<file path="src/sv/dmsp_pkg.sv">
// Shared types, codes and constants of the distance move speed profile block.
// No dependencies; all files but dmsp_in_if, dmsp_out_if and dmsp_checker use this package.
package dmsp_pkg;

    localparam int MIN_SPEED_DEF = 10;

    localparam int CFG_IDX_W  = 3;
    localparam int CFG_DATA_W = 24;
    localparam int DIV_W      = 48;
    localparam int DEN_W      = 25;
    localparam int QUO_W      = 24;
    localparam int CNT_W      = 5;

    localparam logic [7:0] SPEED_LIMIT = 8'd100;
    localparam logic [7:0] CATCH_SCALE = 8'd100;

    // x / 100 as (x * CATCH_RECIP) >> CATCH_SHIFT, exact for x below 2^23
    localparam logic [23:0] CATCH_RECIP = 24'd10737419;
    localparam int          CATCH_SHIFT = 30;

    localparam logic [CNT_W-1:0] DIV_BITS_ACC   = 5'd24;
    localparam logic [CNT_W-1:0] DIV_BITS_RAMP  = 5'd7;

    typedef enum logic [CFG_IDX_W-1:0] {
        REG_MOVE_COUNTS,
        REG_DRIVE_SPEED,
        REG_IDEAL_ACCEL,
        REG_IDEAL_DECEL,
        REG_STOP_AT_END,
        REG_MAX_STEP,
        REG_CATCH_MIN,
        REG_CATCH_MAX
    } cfg_reg_t;

    typedef enum logic [4:0] {
        ST_IDLE,
        ST_DECODE,
        ST_START_CHK,
        ST_ACC_DIV,
        ST_ACC_SET,
        ST_PEAK_CHK,
        ST_PEAK_DS,
        ST_PEAK_DIV,
        ST_PEAK_SET,
        ST_TRAV,
        ST_REM,
        ST_SEL,
        ST_RAMP_DS,
        ST_RAMP_DIV,
        ST_CUR_SET,
        ST_CLAMP,
        ST_CATCH_MUL,
        ST_CATCH_RECIP,
        ST_FIN,
        ST_OUT
    } state_t;

    typedef enum logic [4:0] {
        OP_NONE,
        OP_LOAD,
        OP_START_INIT,
        OP_RES_ZERO,
        OP_RES_IDLE,
        OP_DIV_START,
        OP_DIV_STEP,
        OP_ACC_SET,
        OP_PEAK_MUL,
        OP_PEAK_FULL,
        OP_PEAK_SET,
        OP_DELTA,
        OP_TRAV,
        OP_REM,
        OP_SEL,
        OP_CUR_SET,
        OP_CLAMP,
        OP_CATCH_MUL,
        OP_CATCH_RECIP,
        OP_FIN,
        OP_PUSH
    } dp_op_t;

    typedef struct packed {
        dp_op_t           op;
        logic [CNT_W-1:0] div_bits;
    } dp_cmd_t;

    typedef struct packed {
        logic cmd_start;
        logic moving;
        logic tgt_zero;
        logic tgt_fits;
        logic peak_cut;
        logic need_div;
        logic div_last;
    } dp_status_t;

endpackage

</file>
<file path="src/sv/dmsp_in_if.sv">
// Input item channel: valid/ready handshake with command and encoder payload.
// Depends on nothing.
interface dmsp_in_if;
    logic               valid;
    logic               ready;
    logic               cmd;
    logic signed [31:0] left_count;
    logic signed [31:0] right_count;
    logic        [7:0]  measured_speed;

    modport source (output valid, cmd, left_count, right_count, measured_speed, input ready);
    modport sink   (input valid, cmd, left_count, right_count, measured_speed, output ready);
endinterface

</file>
<file path="src/sv/dmsp_out_if.sv">
// Result item channel: valid/ready handshake with speed command and done flag.
// Depends on nothing.
interface dmsp_out_if;
    logic              valid;
    logic              ready;
    logic signed [7:0] wheel_speed;
    logic              done_res;

    modport source (output valid, wheel_speed, done_res, input ready);
    modport sink   (input valid, wheel_speed, done_res, output ready);
endinterface

</file>
<file path="src/sv/dmsp_cfg_if.sv">
// Configuration write channel: valid/ready handshake with register index and data.
// Depends on dmsp_pkg for the field widths.
interface dmsp_cfg_if;
    logic                             valid;
    logic                             ready;
    logic [dmsp_pkg::CFG_IDX_W-1:0]   index;
    logic [dmsp_pkg::CFG_DATA_W-1:0]  data;

    modport source (output valid, index, data, input ready);
    modport sink   (input valid, index, data, output ready);
endinterface

</file>
<file path="src/sv/distance_move_speed_profile.sv">
// Top level of the trapezoidal speed profile generator for a straight move.
// Depends on dmsp_pkg, the three channel interfaces, dmsp_ctrl and dmsp_dp.
//
//   channel | dir | payload                                         | accepted when
//   req     | in  | cmd, left_count, right_count, measured_speed    | valid && ready
//   rsp     | out | wheel_speed, done_res                           | valid && ready
//   cfg     | in  | index (register 0..7), data                     | valid && ready
//
// One item at a time; one result per item. A start item may use the 24-step
// span division and the 7-step peak division of the shared divider; a sample
// item of a moving profile may use the 7-step ramp division. A waiting result
// stalls only the final output step. Reset is asynchronous and needs no
// clearing pass.
module distance_move_speed_profile #(
    parameter int MIN_SPEED = dmsp_pkg::MIN_SPEED_DEF
) (
    input  logic       clk,
    input  logic       rst_n,
    dmsp_in_if.sink    req,
    dmsp_out_if.source rsp,
    dmsp_cfg_if.sink   cfg
);

    dmsp_pkg::dp_cmd_t    cmd;
    dmsp_pkg::dp_status_t status;

    assign cfg.ready = 1'b1;

    dmsp_ctrl u_ctrl (
        .clk       (clk),
        .rst_n     (rst_n),
        .in_valid  (req.valid),
        .in_ready  (req.ready),
        .out_valid (rsp.valid),
        .out_ready (rsp.ready),
        .status    (status),
        .cmd       (cmd)
    );

    dmsp_dp #(
        .MIN_SPEED (MIN_SPEED)
    ) u_dp (
        .clk       (clk),
        .rst_n     (rst_n),
        .cmd       (cmd),
        .status    (status),
        .in_cmd    (req.cmd),
        .in_left   (req.left_count),
        .in_right  (req.right_count),
        .in_meas   (req.measured_speed),
        .cfg_we    (cfg.valid),
        .cfg_index (cfg.index),
        .cfg_data  (cfg.data),
        .out_speed (rsp.wheel_speed),
        .out_done  (rsp.done_res)
    );

endmodule

</file>
<file path="src/sv/dmsp_dp.sv">
// Datapath: configuration registers, move state, shared multiplier and
// shift-subtract divider, driven by commands from dmsp_ctrl. Uses dmsp_pkg.
module dmsp_dp #(
    parameter int MIN_SPEED = dmsp_pkg::MIN_SPEED_DEF
) (
    input  logic                            clk,
    input  logic                            rst_n,
    input  dmsp_pkg::dp_cmd_t               cmd,
    output dmsp_pkg::dp_status_t            status,
    input  logic                            in_cmd,
    input  logic signed [31:0]              in_left,
    input  logic signed [31:0]              in_right,
    input  logic        [7:0]               in_meas,
    input  logic                            cfg_we,
    input  logic [dmsp_pkg::CFG_IDX_W-1:0]  cfg_index,
    input  logic [dmsp_pkg::CFG_DATA_W-1:0] cfg_data,
    output logic signed [7:0]               out_speed,
    output logic                            out_done
);

    localparam logic [6:0] MIN7 = 7'(MIN_SPEED);

    logic [23:0] move_reg, ia_reg, id_reg;
    logic [7:0]  drive_reg;
    logic        stop_reg;
    logic [6:0]  step_reg;
    logic [15:0] cmin_reg, cmax_reg;

    logic [31:0] mark_l_reg, mark_r_reg;
    logic [23:0] acc_reg, dec_reg;
    logic [6:0]  peak_reg;
    logic [7:0]  prev_reg;
    logic        moving_reg;

    logic                            cmd_reg;
    logic [31:0]                     lc_reg, rc_reg;
    logic [7:0]                      meas_reg;
    logic [32:0]                     dl_reg, dr_reg, trav_reg;
    logic signed [33:0]              rem_reg;
    logic [7:0]                      cur_reg;
    logic                            csign_reg;
    logic [dmsp_pkg::DIV_W-1:0]      prod_reg, rdiv_reg, dsh_reg;
    logic [dmsp_pkg::DEN_W-1:0]      den_reg;
    logic [dmsp_pkg::QUO_W-1:0]      q_reg;
    logic [dmsp_pkg::CNT_W-1:0]      cnt_reg;
    logic signed [7:0]               res_speed_reg, out_speed_reg;
    logic                            res_done_reg, out_done_reg;

    logic [7:0]  sp_mag;
    logic [6:0]  maxs, pdiff;
    logic [23:0] id_eff;
    logic [24:0] sum25;
    logic signed [32:0] diff_l, diff_r;
    logic [33:0] trav_sum;
    logic        up, down, peak_low, rem_pos, rem_lt_dec, rem_le_dec;
    logic        need_div;
    logic [7:0]  cur_direct;
    logic [23:0] mul_a, mul_b;
    logic [dmsp_pkg::DIV_W-1:0] prod_next;
    logic        ge;
    logic [8:0]  lim9;
    logic [7:0]  cur_clamp, vmax;
    logic [6:0]  v7;
    logic signed [16:0] cdiff;
    logic [15:0] cmag;
    logic signed [17:0] catch18;
    logic        fin;
    logic signed [7:0] speed_signed;

    always_comb
    begin
        sp_mag     = drive_reg[7] ? 8'(-drive_reg) : drive_reg;
        maxs       = (sp_mag > dmsp_pkg::SPEED_LIMIT) ? dmsp_pkg::SPEED_LIMIT[6:0] : sp_mag[6:0];
        pdiff      = (maxs >= MIN7) ? maxs - MIN7 : MIN7 - maxs;
        id_eff     = stop_reg ? id_reg : 24'd0;
        sum25      = {1'b0, ia_reg} + {1'b0, id_eff};
        diff_l     = $signed({lc_reg[31], lc_reg}) - $signed({mark_l_reg[31], mark_l_reg});
        diff_r     = $signed({rc_reg[31], rc_reg}) - $signed({mark_r_reg[31], mark_r_reg});
        trav_sum   = {1'b0, dl_reg} + {1'b0, dr_reg};
        up         = trav_reg < {9'd0, acc_reg};
        rem_le_dec = rem_reg <= $signed({10'd0, dec_reg});
        rem_lt_dec = rem_reg < $signed({10'd0, dec_reg});
        rem_pos    = !rem_reg[33] && (rem_reg != 34'sd0);
        down       = !up && stop_reg && rem_le_dec;
        peak_low   = peak_reg <= MIN7;
        need_div   = 1'b0;
        cur_direct = {1'b0, peak_reg};
        if (up)
        begin
            need_div = !peak_low;
        end
        else if (down)
        begin
            if (!peak_low && dec_reg != 24'd0 && rem_lt_dec)
            begin
                if (rem_pos)
                begin
                    need_div = 1'b1;
                end
                else
                begin
                    cur_direct = {1'b0, MIN7};
                end
            end
        end
        ge        = rdiv_reg >= dsh_reg;
        lim9      = {1'b0, prev_reg} + {2'b0, step_reg};
        cur_clamp = ({1'b0, cur_reg} > lim9) ? lim9[7:0] : cur_reg;
        vmax      = (meas_reg > cur_reg) ? meas_reg : cur_reg;
        v7        = (vmax > dmsp_pkg::CATCH_SCALE) ? dmsp_pkg::CATCH_SCALE[6:0] : vmax[6:0];
        cdiff     = $signed({1'b0, cmax_reg}) - $signed({1'b0, cmin_reg});
        cmag      = cdiff[16] ? 16'(-cdiff) : cdiff[15:0];
        catch18   = csign_reg ? $signed({2'b0, cmin_reg}) - $signed({2'b0, q_reg[15:0]})
                              : $signed({2'b0, cmin_reg}) + $signed({2'b0, q_reg[15:0]});
        fin       = !rem_pos || (stop_reg && rem_reg <= 34'(catch18));
        speed_signed = drive_reg[7] ? 8'(-cur_reg) : cur_reg;
        case (cmd.op)
            dmsp_pkg::OP_START_INIT:
            begin
                mul_a = move_reg;
                mul_b = ia_reg;
            end
            dmsp_pkg::OP_PEAK_MUL:
            begin
                mul_a = {17'd0, pdiff};
                mul_b = acc_reg;
            end
            dmsp_pkg::OP_SEL:
            begin
                mul_a = {17'd0, peak_reg - MIN7};
                mul_b = up ? trav_reg[23:0] : rem_reg[23:0];
            end
            dmsp_pkg::OP_CATCH_MUL:
            begin
                mul_a = {8'd0, cmag};
                mul_b = {17'd0, v7};
            end
            dmsp_pkg::OP_CATCH_RECIP:
            begin
                mul_a = prod_reg[23:0];
                mul_b = dmsp_pkg::CATCH_RECIP;
            end
            default:
            begin
                mul_a = 24'd0;
                mul_b = 24'd0;
            end
        endcase
        prod_next = 48'(mul_a) * 48'(mul_b);
    end

    always_ff @(posedge clk or negedge rst_n)
    begin
        if (!rst_n)
        begin
            move_reg   <= '0;
            drive_reg  <= '0;
            ia_reg     <= '0;
            id_reg     <= '0;
            stop_reg   <= 1'b1;
            step_reg   <= 7'd5;
            cmin_reg   <= '0;
            cmax_reg   <= '0;
            mark_l_reg <= '0;
            mark_r_reg <= '0;
            acc_reg    <= '0;
            dec_reg    <= '0;
            peak_reg   <= '0;
            prev_reg   <= {1'b0, MIN7};
            moving_reg <= 1'b0;
        end
        else
        begin
            if (cfg_we)
            begin
                case (dmsp_pkg::cfg_reg_t'(cfg_index))
                    dmsp_pkg::REG_MOVE_COUNTS: move_reg  <= cfg_data;
                    dmsp_pkg::REG_DRIVE_SPEED: drive_reg <= cfg_data[7:0];
                    dmsp_pkg::REG_IDEAL_ACCEL: ia_reg    <= cfg_data;
                    dmsp_pkg::REG_IDEAL_DECEL: id_reg    <= cfg_data;
                    dmsp_pkg::REG_STOP_AT_END: stop_reg  <= cfg_data[0];
                    dmsp_pkg::REG_MAX_STEP:    step_reg  <= cfg_data[6:0];
                    dmsp_pkg::REG_CATCH_MIN:   cmin_reg  <= cfg_data[15:0];
                    dmsp_pkg::REG_CATCH_MAX:   cmax_reg  <= cfg_data[15:0];
                    default:                   move_reg  <= move_reg;
                endcase
            end
            case (cmd.op)
                dmsp_pkg::OP_START_INIT:
                begin
                    mark_l_reg <= lc_reg;
                    mark_r_reg <= rc_reg;
                    prev_reg   <= {1'b0, MIN7};
                    acc_reg    <= ia_reg;
                    dec_reg    <= id_eff;
                end
                dmsp_pkg::OP_RES_ZERO:
                    moving_reg <= 1'b0;
                dmsp_pkg::OP_ACC_SET:
                begin
                    acc_reg <= q_reg;
                    dec_reg <= move_reg - q_reg;
                end
                dmsp_pkg::OP_PEAK_FULL:
                begin
                    peak_reg   <= maxs;
                    moving_reg <= 1'b1;
                end
                dmsp_pkg::OP_PEAK_SET:
                begin
                    peak_reg   <= (maxs >= MIN7) ? MIN7 + q_reg[6:0] : MIN7 - q_reg[6:0];
                    moving_reg <= 1'b1;
                end
                dmsp_pkg::OP_CLAMP:
                    prev_reg <= cur_clamp;
                dmsp_pkg::OP_FIN:
                    if (fin)
                    begin
                        moving_reg <= 1'b0;
                    end
                default:
                    prev_reg <= prev_reg;
            endcase
        end
    end

    always_ff @(posedge clk)
    begin
        case (cmd.op)
            dmsp_pkg::OP_LOAD:
            begin
                cmd_reg  <= in_cmd;
                lc_reg   <= in_left;
                rc_reg   <= in_right;
                meas_reg <= in_meas;
            end
            dmsp_pkg::OP_START_INIT:
            begin
                prod_reg <= prod_next;
                den_reg  <= sum25;
            end
            dmsp_pkg::OP_RES_ZERO, dmsp_pkg::OP_RES_IDLE:
            begin
                res_speed_reg <= '0;
                res_done_reg  <= 1'b1;
            end
            dmsp_pkg::OP_PEAK_FULL, dmsp_pkg::OP_PEAK_SET:
            begin
                res_speed_reg <= '0;
                res_done_reg  <= 1'b0;
            end
            dmsp_pkg::OP_DIV_START:
            begin
                rdiv_reg <= prod_reg;
                dsh_reg  <= 48'(den_reg) << (cmd.div_bits - 5'd1);
                q_reg    <= '0;
                cnt_reg  <= cmd.div_bits;
            end
            dmsp_pkg::OP_DIV_STEP:
            begin
                if (ge)
                begin
                    rdiv_reg <= rdiv_reg - dsh_reg;
                end
                q_reg   <= {q_reg[dmsp_pkg::QUO_W-2:0], ge};
                dsh_reg <= dsh_reg >> 1;
                cnt_reg <= cnt_reg - 5'd1;
            end
            dmsp_pkg::OP_PEAK_MUL:
            begin
                prod_reg <= prod_next;
                den_reg  <= {1'b0, ia_reg};
            end
            dmsp_pkg::OP_DELTA:
            begin
                dl_reg <= diff_l[32] ? 33'(-diff_l) : diff_l;
                dr_reg <= diff_r[32] ? 33'(-diff_r) : diff_r;
            end
            dmsp_pkg::OP_TRAV:
                trav_reg <= trav_sum[33:1];
            dmsp_pkg::OP_REM:
                rem_reg <= $signed({10'd0, move_reg}) - $signed({1'b0, trav_reg});
            dmsp_pkg::OP_SEL:
            begin
                cur_reg  <= cur_direct;
                prod_reg <= prod_next;
                den_reg  <= up ? {1'b0, acc_reg} : {1'b0, dec_reg};
            end
            dmsp_pkg::OP_CUR_SET:
                cur_reg <= {1'b0, MIN7 + q_reg[6:0]};
            dmsp_pkg::OP_CLAMP:
                cur_reg <= cur_clamp;
            dmsp_pkg::OP_CATCH_MUL:
            begin
                prod_reg  <= prod_next;
                csign_reg <= cdiff[16];
            end
            dmsp_pkg::OP_CATCH_RECIP:
                q_reg <= {8'd0, prod_next[dmsp_pkg::CATCH_SHIFT +: 16]};
            dmsp_pkg::OP_FIN:
            begin
                res_speed_reg <= fin ? 8'sd0 : speed_signed;
                res_done_reg  <= fin;
            end
            dmsp_pkg::OP_PUSH:
            begin
                out_speed_reg <= res_speed_reg;
                out_done_reg  <= res_done_reg;
            end
            default:
                cmd_reg <= cmd_reg;
        endcase
    end

    assign status.cmd_start = !cmd_reg;
    assign status.moving    = moving_reg;
    assign status.tgt_zero  = move_reg == 24'd0;
    assign status.tgt_fits  = {1'b0, move_reg} >= sum25;
    assign status.peak_cut  = (ia_reg != 24'd0) && (acc_reg < ia_reg);
    assign status.need_div  = need_div;
    assign status.div_last  = cnt_reg == 5'd1;

    assign out_speed = out_speed_reg;
    assign out_done  = out_done_reg;

endmodule

</file>
<file path="src/sv/dmsp_ctrl.sv">
// Controller: sequences the datapath through start and sample work and owns
// the handshake state of both item channels. Uses dmsp_pkg.
module dmsp_ctrl (
    input  logic                 clk,
    input  logic                 rst_n,
    input  logic                 in_valid,
    output logic                 in_ready,
    output logic                 out_valid,
    input  logic                 out_ready,
    input  dmsp_pkg::dp_status_t status,
    output dmsp_pkg::dp_cmd_t    cmd
);

    dmsp_pkg::state_t state_reg, state_next;
    logic             out_valid_reg, out_valid_next;
    logic             push;

    always_ff @(posedge clk or negedge rst_n)
    begin
        if (!rst_n)
        begin
            state_reg     <= dmsp_pkg::ST_IDLE;
            out_valid_reg <= 1'b0;
        end
        else
        begin
            state_reg     <= state_next;
            out_valid_reg <= out_valid_next;
        end
    end

    always_comb
    begin
        state_next   = state_reg;
        cmd.op       = dmsp_pkg::OP_NONE;
        cmd.div_bits = '0;
        push         = 1'b0;
        case (state_reg)
            dmsp_pkg::ST_IDLE:
                if (in_valid)
                begin
                    cmd.op     = dmsp_pkg::OP_LOAD;
                    state_next = dmsp_pkg::ST_DECODE;
                end
            dmsp_pkg::ST_DECODE:
                if (status.cmd_start)
                begin
                    cmd.op     = dmsp_pkg::OP_START_INIT;
                    state_next = dmsp_pkg::ST_START_CHK;
                end
                else if (!status.moving)
                begin
                    cmd.op     = dmsp_pkg::OP_RES_IDLE;
                    state_next = dmsp_pkg::ST_OUT;
                end
                else
                begin
                    cmd.op     = dmsp_pkg::OP_DELTA;
                    state_next = dmsp_pkg::ST_TRAV;
                end
            dmsp_pkg::ST_START_CHK:
                if (status.tgt_zero)
                begin
                    cmd.op     = dmsp_pkg::OP_RES_ZERO;
                    state_next = dmsp_pkg::ST_OUT;
                end
                else if (status.tgt_fits)
                begin
                    state_next = dmsp_pkg::ST_PEAK_CHK;
                end
                else
                begin
                    cmd.op       = dmsp_pkg::OP_DIV_START;
                    cmd.div_bits = dmsp_pkg::DIV_BITS_ACC;
                    state_next   = dmsp_pkg::ST_ACC_DIV;
                end
            dmsp_pkg::ST_ACC_DIV:
            begin
                cmd.op = dmsp_pkg::OP_DIV_STEP;
                if (status.div_last)
                begin
                    state_next = dmsp_pkg::ST_ACC_SET;
                end
            end
            dmsp_pkg::ST_ACC_SET:
            begin
                cmd.op     = dmsp_pkg::OP_ACC_SET;
                state_next = dmsp_pkg::ST_PEAK_CHK;
            end
            dmsp_pkg::ST_PEAK_CHK:
                if (status.peak_cut)
                begin
                    cmd.op     = dmsp_pkg::OP_PEAK_MUL;
                    state_next = dmsp_pkg::ST_PEAK_DS;
                end
                else
                begin
                    cmd.op     = dmsp_pkg::OP_PEAK_FULL;
                    state_next = dmsp_pkg::ST_OUT;
                end
            dmsp_pkg::ST_PEAK_DS:
            begin
                cmd.op       = dmsp_pkg::OP_DIV_START;
                cmd.div_bits = dmsp_pkg::DIV_BITS_RAMP;
                state_next   = dmsp_pkg::ST_PEAK_DIV;
            end
            dmsp_pkg::ST_PEAK_DIV:
            begin
                cmd.op = dmsp_pkg::OP_DIV_STEP;
                if (status.div_last)
                begin
                    state_next = dmsp_pkg::ST_PEAK_SET;
                end
            end
            dmsp_pkg::ST_PEAK_SET:
            begin
                cmd.op     = dmsp_pkg::OP_PEAK_SET;
                state_next = dmsp_pkg::ST_OUT;
            end
            dmsp_pkg::ST_TRAV:
            begin
                cmd.op     = dmsp_pkg::OP_TRAV;
                state_next = dmsp_pkg::ST_REM;
            end
            dmsp_pkg::ST_REM:
            begin
                cmd.op     = dmsp_pkg::OP_REM;
                state_next = dmsp_pkg::ST_SEL;
            end
            dmsp_pkg::ST_SEL:
            begin
                cmd.op     = dmsp_pkg::OP_SEL;
                state_next = status.need_div ? dmsp_pkg::ST_RAMP_DS : dmsp_pkg::ST_CLAMP;
            end
            dmsp_pkg::ST_RAMP_DS:
            begin
                cmd.op       = dmsp_pkg::OP_DIV_START;
                cmd.div_bits = dmsp_pkg::DIV_BITS_RAMP;
                state_next   = dmsp_pkg::ST_RAMP_DIV;
            end
            dmsp_pkg::ST_RAMP_DIV:
            begin
                cmd.op = dmsp_pkg::OP_DIV_STEP;
                if (status.div_last)
                begin
                    state_next = dmsp_pkg::ST_CUR_SET;
                end
            end
            dmsp_pkg::ST_CUR_SET:
            begin
                cmd.op     = dmsp_pkg::OP_CUR_SET;
                state_next = dmsp_pkg::ST_CLAMP;
            end
            dmsp_pkg::ST_CLAMP:
            begin
                cmd.op     = dmsp_pkg::OP_CLAMP;
                state_next = dmsp_pkg::ST_CATCH_MUL;
            end
            dmsp_pkg::ST_CATCH_MUL:
            begin
                cmd.op     = dmsp_pkg::OP_CATCH_MUL;
                state_next = dmsp_pkg::ST_CATCH_RECIP;
            end
            dmsp_pkg::ST_CATCH_RECIP:
            begin
                cmd.op     = dmsp_pkg::OP_CATCH_RECIP;
                state_next = dmsp_pkg::ST_FIN;
            end
            dmsp_pkg::ST_FIN:
            begin
                cmd.op     = dmsp_pkg::OP_FIN;
                state_next = dmsp_pkg::ST_OUT;
            end
            dmsp_pkg::ST_OUT:
                if (!out_valid_reg || out_ready)
                begin
                    cmd.op     = dmsp_pkg::OP_PUSH;
                    push       = 1'b1;
                    state_next = dmsp_pkg::ST_IDLE;
                end
            default:
                state_next = dmsp_pkg::ST_IDLE;
        endcase
        if (push)
        begin
            out_valid_next = 1'b1;
        end
        else if (out_ready)
        begin
            out_valid_next = 1'b0;
        end
        else
        begin
            out_valid_next = out_valid_reg;
        end
    end

    assign in_ready  = state_reg == dmsp_pkg::ST_IDLE;
    assign out_valid = out_valid_reg;

endmodule

</file>
<file path="src/flat_wrapper.sv">
// flat-port wrapper written by rule: the top's interface ports become plain ports
module distance_move_speed_profile_flat 
#(
    parameter int MIN_SPEED = dmsp_pkg::MIN_SPEED_DEF
)
  (clk, rst_n, req_valid, req_cmd, req_left_count, req_right_count, req_measured_speed, req_ready, rsp_valid, rsp_wheel_speed, rsp_done_res, rsp_ready, cfg_valid, cfg_index, cfg_data, cfg_ready);
  dmsp_in_if req_i ();
  dmsp_out_if rsp_i ();
  dmsp_cfg_if cfg_i ();
  input  logic clk;
  input  logic rst_n;
  input wire logic [$bits(req_i.valid)-1:0] req_valid;
  input wire logic [$bits(req_i.cmd)-1:0] req_cmd;
  input wire logic [$bits(req_i.left_count)-1:0] req_left_count;
  input wire logic [$bits(req_i.right_count)-1:0] req_right_count;
  input wire logic [$bits(req_i.measured_speed)-1:0] req_measured_speed;
  output wire logic [$bits(req_i.ready)-1:0] req_ready;
  output wire logic [$bits(rsp_i.valid)-1:0] rsp_valid;
  output wire logic [$bits(rsp_i.wheel_speed)-1:0] rsp_wheel_speed;
  output wire logic [$bits(rsp_i.done_res)-1:0] rsp_done_res;
  input wire logic [$bits(rsp_i.ready)-1:0] rsp_ready;
  input wire logic [$bits(cfg_i.valid)-1:0] cfg_valid;
  input wire logic [$bits(cfg_i.index)-1:0] cfg_index;
  input wire logic [$bits(cfg_i.data)-1:0] cfg_data;
  output wire logic [$bits(cfg_i.ready)-1:0] cfg_ready;
  assign req_i.valid = req_valid;
  assign req_i.cmd = req_cmd;
  assign req_i.left_count = req_left_count;
  assign req_i.right_count = req_right_count;
  assign req_i.measured_speed = req_measured_speed;
  assign req_ready = req_i.ready;
  assign rsp_valid = rsp_i.valid;
  assign rsp_wheel_speed = rsp_i.wheel_speed;
  assign rsp_done_res = rsp_i.done_res;
  assign rsp_i.ready = rsp_ready;
  assign cfg_i.valid = cfg_valid;
  assign cfg_i.index = cfg_index;
  assign cfg_i.data = cfg_data;
  assign cfg_ready = cfg_i.ready;
  distance_move_speed_profile #(.MIN_SPEED(MIN_SPEED)) u_core (.clk(clk), .rst_n(rst_n), .req(req_i), .rsp(rsp_i), .cfg(cfg_i));
endmodule
</file>
<file path="config.mk">
export PLATFORM = sky130hd
export DESIGN_NAME = distance_move_speed_profile_flat
export DESIGN_NICKNAME = d
export VERILOG_FILES = /design/src/sv/dmsp_pkg.sv /design/src/sv/dmsp_in_if.sv /design/src/sv/dmsp_out_if.sv /design/src/sv/dmsp_cfg_if.sv /design/src/sv/distance_move_speed_profile.sv /design/src/sv/dmsp_dp.sv /design/src/sv/dmsp_ctrl.sv /design/src/flat_wrapper.sv
export SDC_FILE = /design/constraint.sdc
export NUM_CORES = 2
export LEC_CHECK = 0
export BUFFER_PORTS_ARGS = -buffer_cell sky130_fd_sc_hd__buf_2
export CORE_ASPECT_RATIO = 1.5
export CORE_MARGIN = 2
export CORE_UTILIZATION = 35
export CTS_CLUSTER_SIZE = 40
export DETAILED_ROUTE_END_ITERATION = 10
export GPL_TIMING_DRIVEN = 0
export PLACE_DENSITY_LB_ADDON = 0.08
export SYNTH_ARGS = -nofsm -noshare
export SYNTH_HDL_FRONTEND = slang
export SYNTH_SLANG_ARGS = --single-unit
</file>
<file path="constraint.sdc">
create_clock -name clk -period 15.17 [get_ports clk]
set_clock_uncertainty 0.2 [all_clocks]
set_input_delay 0.7585 -clock clk [delete_from_list [all_inputs] [get_ports clk]]
set_output_delay 0.7585 -clock clk [all_outputs]
set_load 0.005 [all_outputs]
</file>
### Yosys cells after proc, flatten, opt, wreduce, memory -nomap -nowiden

Index checks and enable logic that the tools add are counted.

* output and inout port bits: 12
* register bits after elaboration: 685

* $add $sub $neg: 23
* muxes and demuxes: 67
* equal/unequal tests: 54
* order comparisons: 13
* $mul: 1
* reduce and logical (&&, ||, !) cells: 49
* shift operators: 1

Operators by type and width (number)
* $pmux 24 s5: 2
* $pmux 48 s2: 2
* $pmux 24 s2: 2
* $pmux 5 s19: 1
* $pmux 5 s17: 1
* $eq 5x4->1 const B: 16
* $pmux 25 s3: 1
* $mux 24: 3
* $pmux 24 s3: 1
* $neg 33->33: 2
* $sub 32x32->33: 2
* $mux 32: 2
* $mux 8: 7
* $mux 5: 11
* $mux 7: 7
* $ge 48x48->1: 1
* $mul 24x24->48: 1
* $mux 48: 1
* $reduce_bool 24->1: 2
* $shl 25x5->48: 1
* $sub 48x48->48: 1
* $eq 5x5->1 const B: 9
* $eq 5x3->1 const B: 8
* $add 33x33->34: 1
* other kinds (55): 123

### Logic depth before layout (Yosys ltp)

* depth after elaboration: 10
* mapped depth: 58

### Cells and area by module

A second synthesis with hierarchy kept.

* cell total of the unflattened synthesis: 7184
* area, all modules: 66690.2 sq um

Modules (own cells, without submodules)
* dmsp_dp: area each 65795.6 sq um, sequential area each 19154.6 sq um, instances 1, cells each 7067
* dmsp_ctrl: area each 883.3 sq um, sequential area each 150.1 sq um, instances 1, cells each 115
* distance_move_speed_profile: area each 11.3 sq um, sequential area each 0.0 sq um, instances 1, cells each 2

### Worst setup path before layout

Ideal clock, no wire load.

* kind: register to register
* from: register u_core.u_dp.stop_reg
* to: register u_core.u_dp.q_reg[15] in the netlist's numbering (data pin)
* cell stages (with the launch flop): 55
* setup time: 0.256 ns
* clock period less this slack: 12.566 ns
* arrival: 12.109 ns
* data required time: 14.714 ns
* slack: 2.604 ns
* cell sequence: dfstp_2 -> clkbuf_1 -> clkbuf_1 -> and2_1 -> ha_1 -> a21oi_1 -> o21bai_1 -> a21oi_1 -> a21boi_0 -> a31oi_1 -> o21ai_0 -> o41ai_1 -> xnor2_1 -> ha_1 -> nand4_1 -> nor3_1 -> o21ai_0 -> a31oi_1 -> (+19 left out) -> inv_1 -> fa_1 -> inv_1 -> fa_1 -> inv_1 -> ha_1 -> a21o_1 -> a21oi_1 -> o21ai_0 -> a21oi_1 -> a21boi_0 -> o41ai_1 -> o41ai_1 -> a21o_1 -> a21oi_1 -> o21ai_0 -> and3_1 -> a22o_1

* cells in the longest elaborated chain, start to end: 10

Ends and longest elaborated chain
* start: declaration: line dmsp_dp.sv:25 `logic stop_reg;`
* start signal: assignment: line dmsp_dp.sv:181 `dmsp_pkg::REG_STOP_AT_END: stop_reg <= cfg_data[0];`
* $mux 24 (*): line dmsp_dp.sv:75 `id_eff = stop_reg ? id_reg : 24'd0;`
* $add 24x24->25 (*): line dmsp_dp.sv:76 `sum25 = {1'b0, ia_reg} + {1'b0, id_eff};`
* $ge 24x25->1 (*): line dmsp_dp.sv:318 `assign status.tgt_fits = {1'b0, move_reg} >= sum25;`
* $mux 8 (*): line dmsp_ctrl.sv:67 `else if (status.tgt_fits)`
* $mux 3 (*): line dmsp_ctrl.sv:62 `if (status.tgt_zero)`
* $pmux 5 s17 (*): line dmsp_ctrl.sv:38 `case (state_reg)`
* $eq 5x5->1, or another cell as far along: line dmsp_dp.sv:117 `case (cmd.op)`
* $pmux 24 s5: line dmsp_dp.sv:117
* $mul 24x24->48 (*): line dmsp_dp.sv:149 `prod_next = 48'(mul_a) * 48'(mul_b);`
* net u_core.u_dp.prod_next, one bit: line dmsp_dp.sv:59 `logic [dmsp_pkg::DIV_W-1:0] prod_next;`
* $pmux 24 s3 (*): line dmsp_dp.sv:229 `case (cmd.op)`
* end signal: assignment: line dmsp_dp.sv:265 `q_reg <= {q_reg[dmsp_pkg::QUO_W-2:0], ge};`
* end signal: assignment: line dmsp_dp.sv:299 `q_reg <= {8'd0, prod_next[dmsp_pkg::CATCH_SHIFT +: 16]};`
* end: declaration: line dmsp_dp.sv:44 `logic [dmsp_pkg::QUO_W-1:0] q_reg;`

Mark *: on every way through the listed nets, which the timed path passes. The rest lies on a longest branch.
A chain may end at the register's enable or synchronous reset.

### Final worst setup path

* from: register u_core.u_dp.ia_reg[13]
* to: register u_core.u_dp.q_reg[15] in the netlist's numbering (data pin)

* cells in the longest elaborated chain, start to end: 9

Ends and longest elaborated chain
* start: declaration: line dmsp_dp.sv:23 `logic [23:0] move_reg, ia_reg, id_reg;`
* start signal: assignment: line dmsp_dp.sv:179 `dmsp_pkg::REG_IDEAL_ACCEL: ia_reg <= cfg_data;`
* $add 24x24->25: line dmsp_dp.sv:76
* $ge 24x25->1: line dmsp_dp.sv:318
* $mux 8: line dmsp_ctrl.sv:67
* $mux 3: line dmsp_ctrl.sv:62
* $pmux 5 s17: line dmsp_ctrl.sv:38
* $eq 5x5->1, or another cell as far along: line dmsp_dp.sv:117
* $pmux 24 s5: line dmsp_dp.sv:117
* $mul 24x24->48 (*): line dmsp_dp.sv:149
* net u_core.u_dp.prod_next, one bit: line dmsp_dp.sv:59
* $pmux 24 s3 (*): line dmsp_dp.sv:229

Marked as above.

==> out/results.tsv <==
stage	metric	value	unit
critical_path	Crit Path Category	flip-flop to flip-flop	
placed_design	pre-CTS setup slack	-6.06	ns
finish	post-route cell area	73800	µm²
job	max-cap violations	1	
clocking	Sinks on Clock Net	685	
finish	Synth-to-Final Area Change	13.1	%
critical_path	R2R Setup Slk	0.47	ns
die	Die X	356	µm
timing	max frequency	68.0	MHz
pwr	VDD IR max	148	µV
critical_path	Reg2Reg Depth	41	
timing	Max Slew Vio Count	4	
timing	final hold vios	0	
die	row cnt	194	
critical_path	crit-path max cell delay	0.84	ns
die	die area	190000	µm²
timing	slew margin rel.	-2.80	%
hold_path	Worst Hold Launch	req_right_count[27]	
grt	grt total ovfl	0	
die	Ports	117	
pwr	PwrDens	236	nW/µm²
detailed_routing	drt wl/cell	28.3	µm
yosys	library cells used by synthesis	95	
timing	RSZ-0062 raised after global routing	false	
placed_design	Port-buffer cells	111	
grt	first-pass GRT wire length	397000	µm
detailed_routing	TritonRoute pass-1 iters	6	
detailed_routing	vias per cell	5.43	
hold_path	hold endpoint	u_core.u_dp.rc_reg[27]$_DFFE_PN_	
detailed_routing	routed via count	53700	
timing	shortest period the worst path allows	14.70	ns
yosys	YS warnings	0	
yosys	number of enable flip-flop cells after synthesis	431	
critical_path	Critical Path AT	14.95	ns
detailed_routing	final WL	280000	µm
yosys	Yosys reg bits	685	
critical_path	worst-path cell with the longest stage delay	buf_1	
timing	Setup Viol. Count Final	0	
status	failing checks	capacitance limit, slew limit	
timing	fin crit share	96.9	%
status	status	complete, but fails checks	
die	die height	533	µm
grt	initial antenna violation count	17	
placed_design	DP Area	69400	µm²
detailed_routing	Iteration-0 DRC Markers	3606	
grt	vias in the first global route	56200	
grt	pin count of the biggest net entering global routing	87	
clocking	TritonCTS Buffers	81	
clocking	CTS root buffer	clkbuf_16	
detailed_routing	number of routed nets with antenna violations	0	
detailed_routing	Residual DRC	0	
finish	layout cells sized above 1	8.52	%
clocking	CTS tree	built	
finish	# nets final	8579	
hold_path	type of the worst min-delay path	input pin to flip-flop	
timing	Setup WS post-layout	0.474	ns
finish	Final Util	39.7	%
clocking	Worst-path clk slew	0.06	ns
yosys	cell area after synthesis	65200	µm²
yosys	asr flop ratio synth	37.1	%
pwr	Lkg Pwr	32.7	nW
die	Starting Density	35.1	%
critical_path	R2R Path End	u_core.u_dp.q_reg[15]$_DFFE_PP_	
yosys	Synth Flop Type	edfxtp_1	
critical_path	critical path peak fanout	10	
clocking	clock latency on the worst-skew pair	0.75	ns
yosys	Seq/Total Area, Yosys	29.6	%
grt	gr usage total	29.4	%
clocking	H-tree depth	3	
critical_path	crit start category	flip-flop	
critical_path	RR Startpoint	u_core.u_dp.ia_reg[13]$_DFFE_PN0P_	
critical_path	worst path required time	15.43	ns
die	core area	186000	µm²
yosys	Post-Syn Nets	8242	
yosys	syn avg cell area	9.27	µm²
timing	hold_ws	0.0305	ns
placed_design	RD Place Congestion	1.01	
critical_path	Setup crit end kind	flip-flop	
clocking	clk buf depth	3	
timing	worst-margin pin slew	1.52	ns
placed_design	DP HPWL	232000	µm
hold_path	WHS Path Cells	1	
yosys	Cells after Synth	7037	
-- layout make-up --
class	instances	area [µm²]
well taps	2450	3070
clock inverters	53	617
inverters	972	3650
multi-input cells	5116	41800
clock buffers	97	2140
repair buffers	255	2080
diodes	8	20.0
flip-flops and latches	685	19300
plain buffers	263	1160
fillers	18800	112000
-- logic make-up (layout without fill, tap and decap cells) --
kind of cell	Yosys count	after routing	synth area share [%]
xor gates and xnor gates	365	365	4.90
buffers and inverters	1236	1640	7.20
AOI/OAI and AO/OA	1518	1518	14.9
muxes	174	174	2.87
adders and majority gates	1100	1100	26.8
DFF	685	685	29.6
other	1	9	0.00575
and+or+nand+nor	1958	1958	13.7
-- synthesized netlist by cell type, types with 41 or more instances --
cell type / number / area share [%]
xnor2_1: 242 / 3.2
nand4_1: 56 / 0.54
a21o_1: 134 / 1.5
a21oi_1: 370 / 2.8
nor2_1: 476 / 2.7
nand3_1: 84 / 0.64
and2_1: 110 / 1.1
fa_1: 493 / 15
clkbuf_1: 207 / 1.2
xor2_1: 123 / 1.7
nor2b_1: 66 / 0.63
a221o_1: 44 / 0.68
inv_1: 971 / 5.6
dfrtp_1: 249 / 9.6
nand2b_1: 70 / 0.67
nand2_1: 818 / 4.7
o21a_1: 55 / 0.63
a22oi_1: 41 / 0.47
edfxtp_1: 431 / 20
ha_1: 607 / 12
nor3_1: 101 / 0.77
mux2_2: 104 / 1.8
o21ai_0: 451 / 3.5
mux2i_1: 70 / 1.1
a31oi_1: 48 / 0.46
-- placed cells by master (no fill, tap or decap), types with 38 or more instances in the layout --
cell type and instances:
a21o_1 134, a21oi_1 363, a22oi_1 41, a31oi_1 46
and2_1 110, buf_2 143, buf_4 54, clkbuf_1 186
clkbuf_16 83, dfrtp_1 249, dlygate4sd3_1 71, edfxtp_1 431
fa_1 493, ha_1 607, inv_1 971, mux2_2 104
mux2i_1 70, nand2_1 816, nand2b_1 69, nand3_1 83
nand4_1 56, nor2_1 473, nor2b_1 66, nor3_1 96
o21a_1 55, o21ai_0 444, o21bai_1 38, xnor2_1 237
xor2_1 122
-- power by group --
part           internal [mW]  switching, mW  leakage, nW  total (mW)
combinational           3.84           7.66         24.3        11.5
sequential              3.08          0.712         7.08        3.79
clock                   1.19          0.916         1.32        2.11
-- worst max-delay path: cells and delay by family (launching register included) --
kind            cells  cell delay [ns]
flops               1             0.58
simple gates        7             2.91
fa+ha+maj           9             4.24
buf+inv            11             2.84
compound gates     14             3.61
-- how the worst max path moves through the flow --
stage	startpoint	to	slack (ns)	cells after the start
2_1_floorplan	u_core.u_dp.stop_reg$_DFFE_PN1P_	u_core.u_dp.q_reg[15]$_DFFE_PP_	2.60	54
3_3_place_gp	u_core.u_dp.stop_reg$_DFFE_PN1P_	u_core.u_dp.q_reg[13]$_DFFE_PP_	-8.49	52
3_5_place_dp	u_core.u_dp.stop_reg$_DFFE_PN1P_	u_core.u_dp.q_reg[4]$_DFFE_PP_	-6.06	52
4_1_cts	u_core.u_dp.stop_reg$_DFFE_PN1P_	u_core.u_dp.q_reg[15]$_DFFE_PP_	0.09	55
5_1_grt	u_core.u_dp.stop_reg$_DFFE_PN1P_	u_core.u_dp.q_reg[15]$_DFFE_PP_	0.01	58
6_report	u_core.u_dp.ia_reg[13]$_DFFE_PN0P_	u_core.u_dp.q_reg[15]$_DFFE_PP_	0.47	41
-- per-layer routing --
| layer | up-vias | GRT usage [%] | wire (µm) |
|---|---|---|---|
| met2 | 1551 | 53.6 | 144000 |
| met1 | 26700 | 29.0 | 94600 |
| met5 | - | 0 | 23 |
| met3 | 714 | 4.17 | 11800 |
| li1 | 24700 | - | - |
| met4 | 4 | 24.8 | 29200 |
-- what timing repair did --
| item | CTS | global route |
|---|---|---|
| setup endpoints to repair | 60 | 33 |
| buffers inserted | 26 | 10 |
| pin swaps | 15 | 10 |
| resized for setup | 123 | 13 |
| hold buffers | 71 | 0 |
| hold endpoints to repair | 149 | 0 |
-- through the flow --
stage	instances	setup TNS, ns	total power, mW
final	9899	0	17.4
after global routing	9893	0	18.5
after CTS	9881	0	17.4
after detailed placement	9634	-278.22	15.0
after global placement	9598	-438.44	14.9
after floorplan	7037	0	10.5
(Power assumes the default switching activity.)
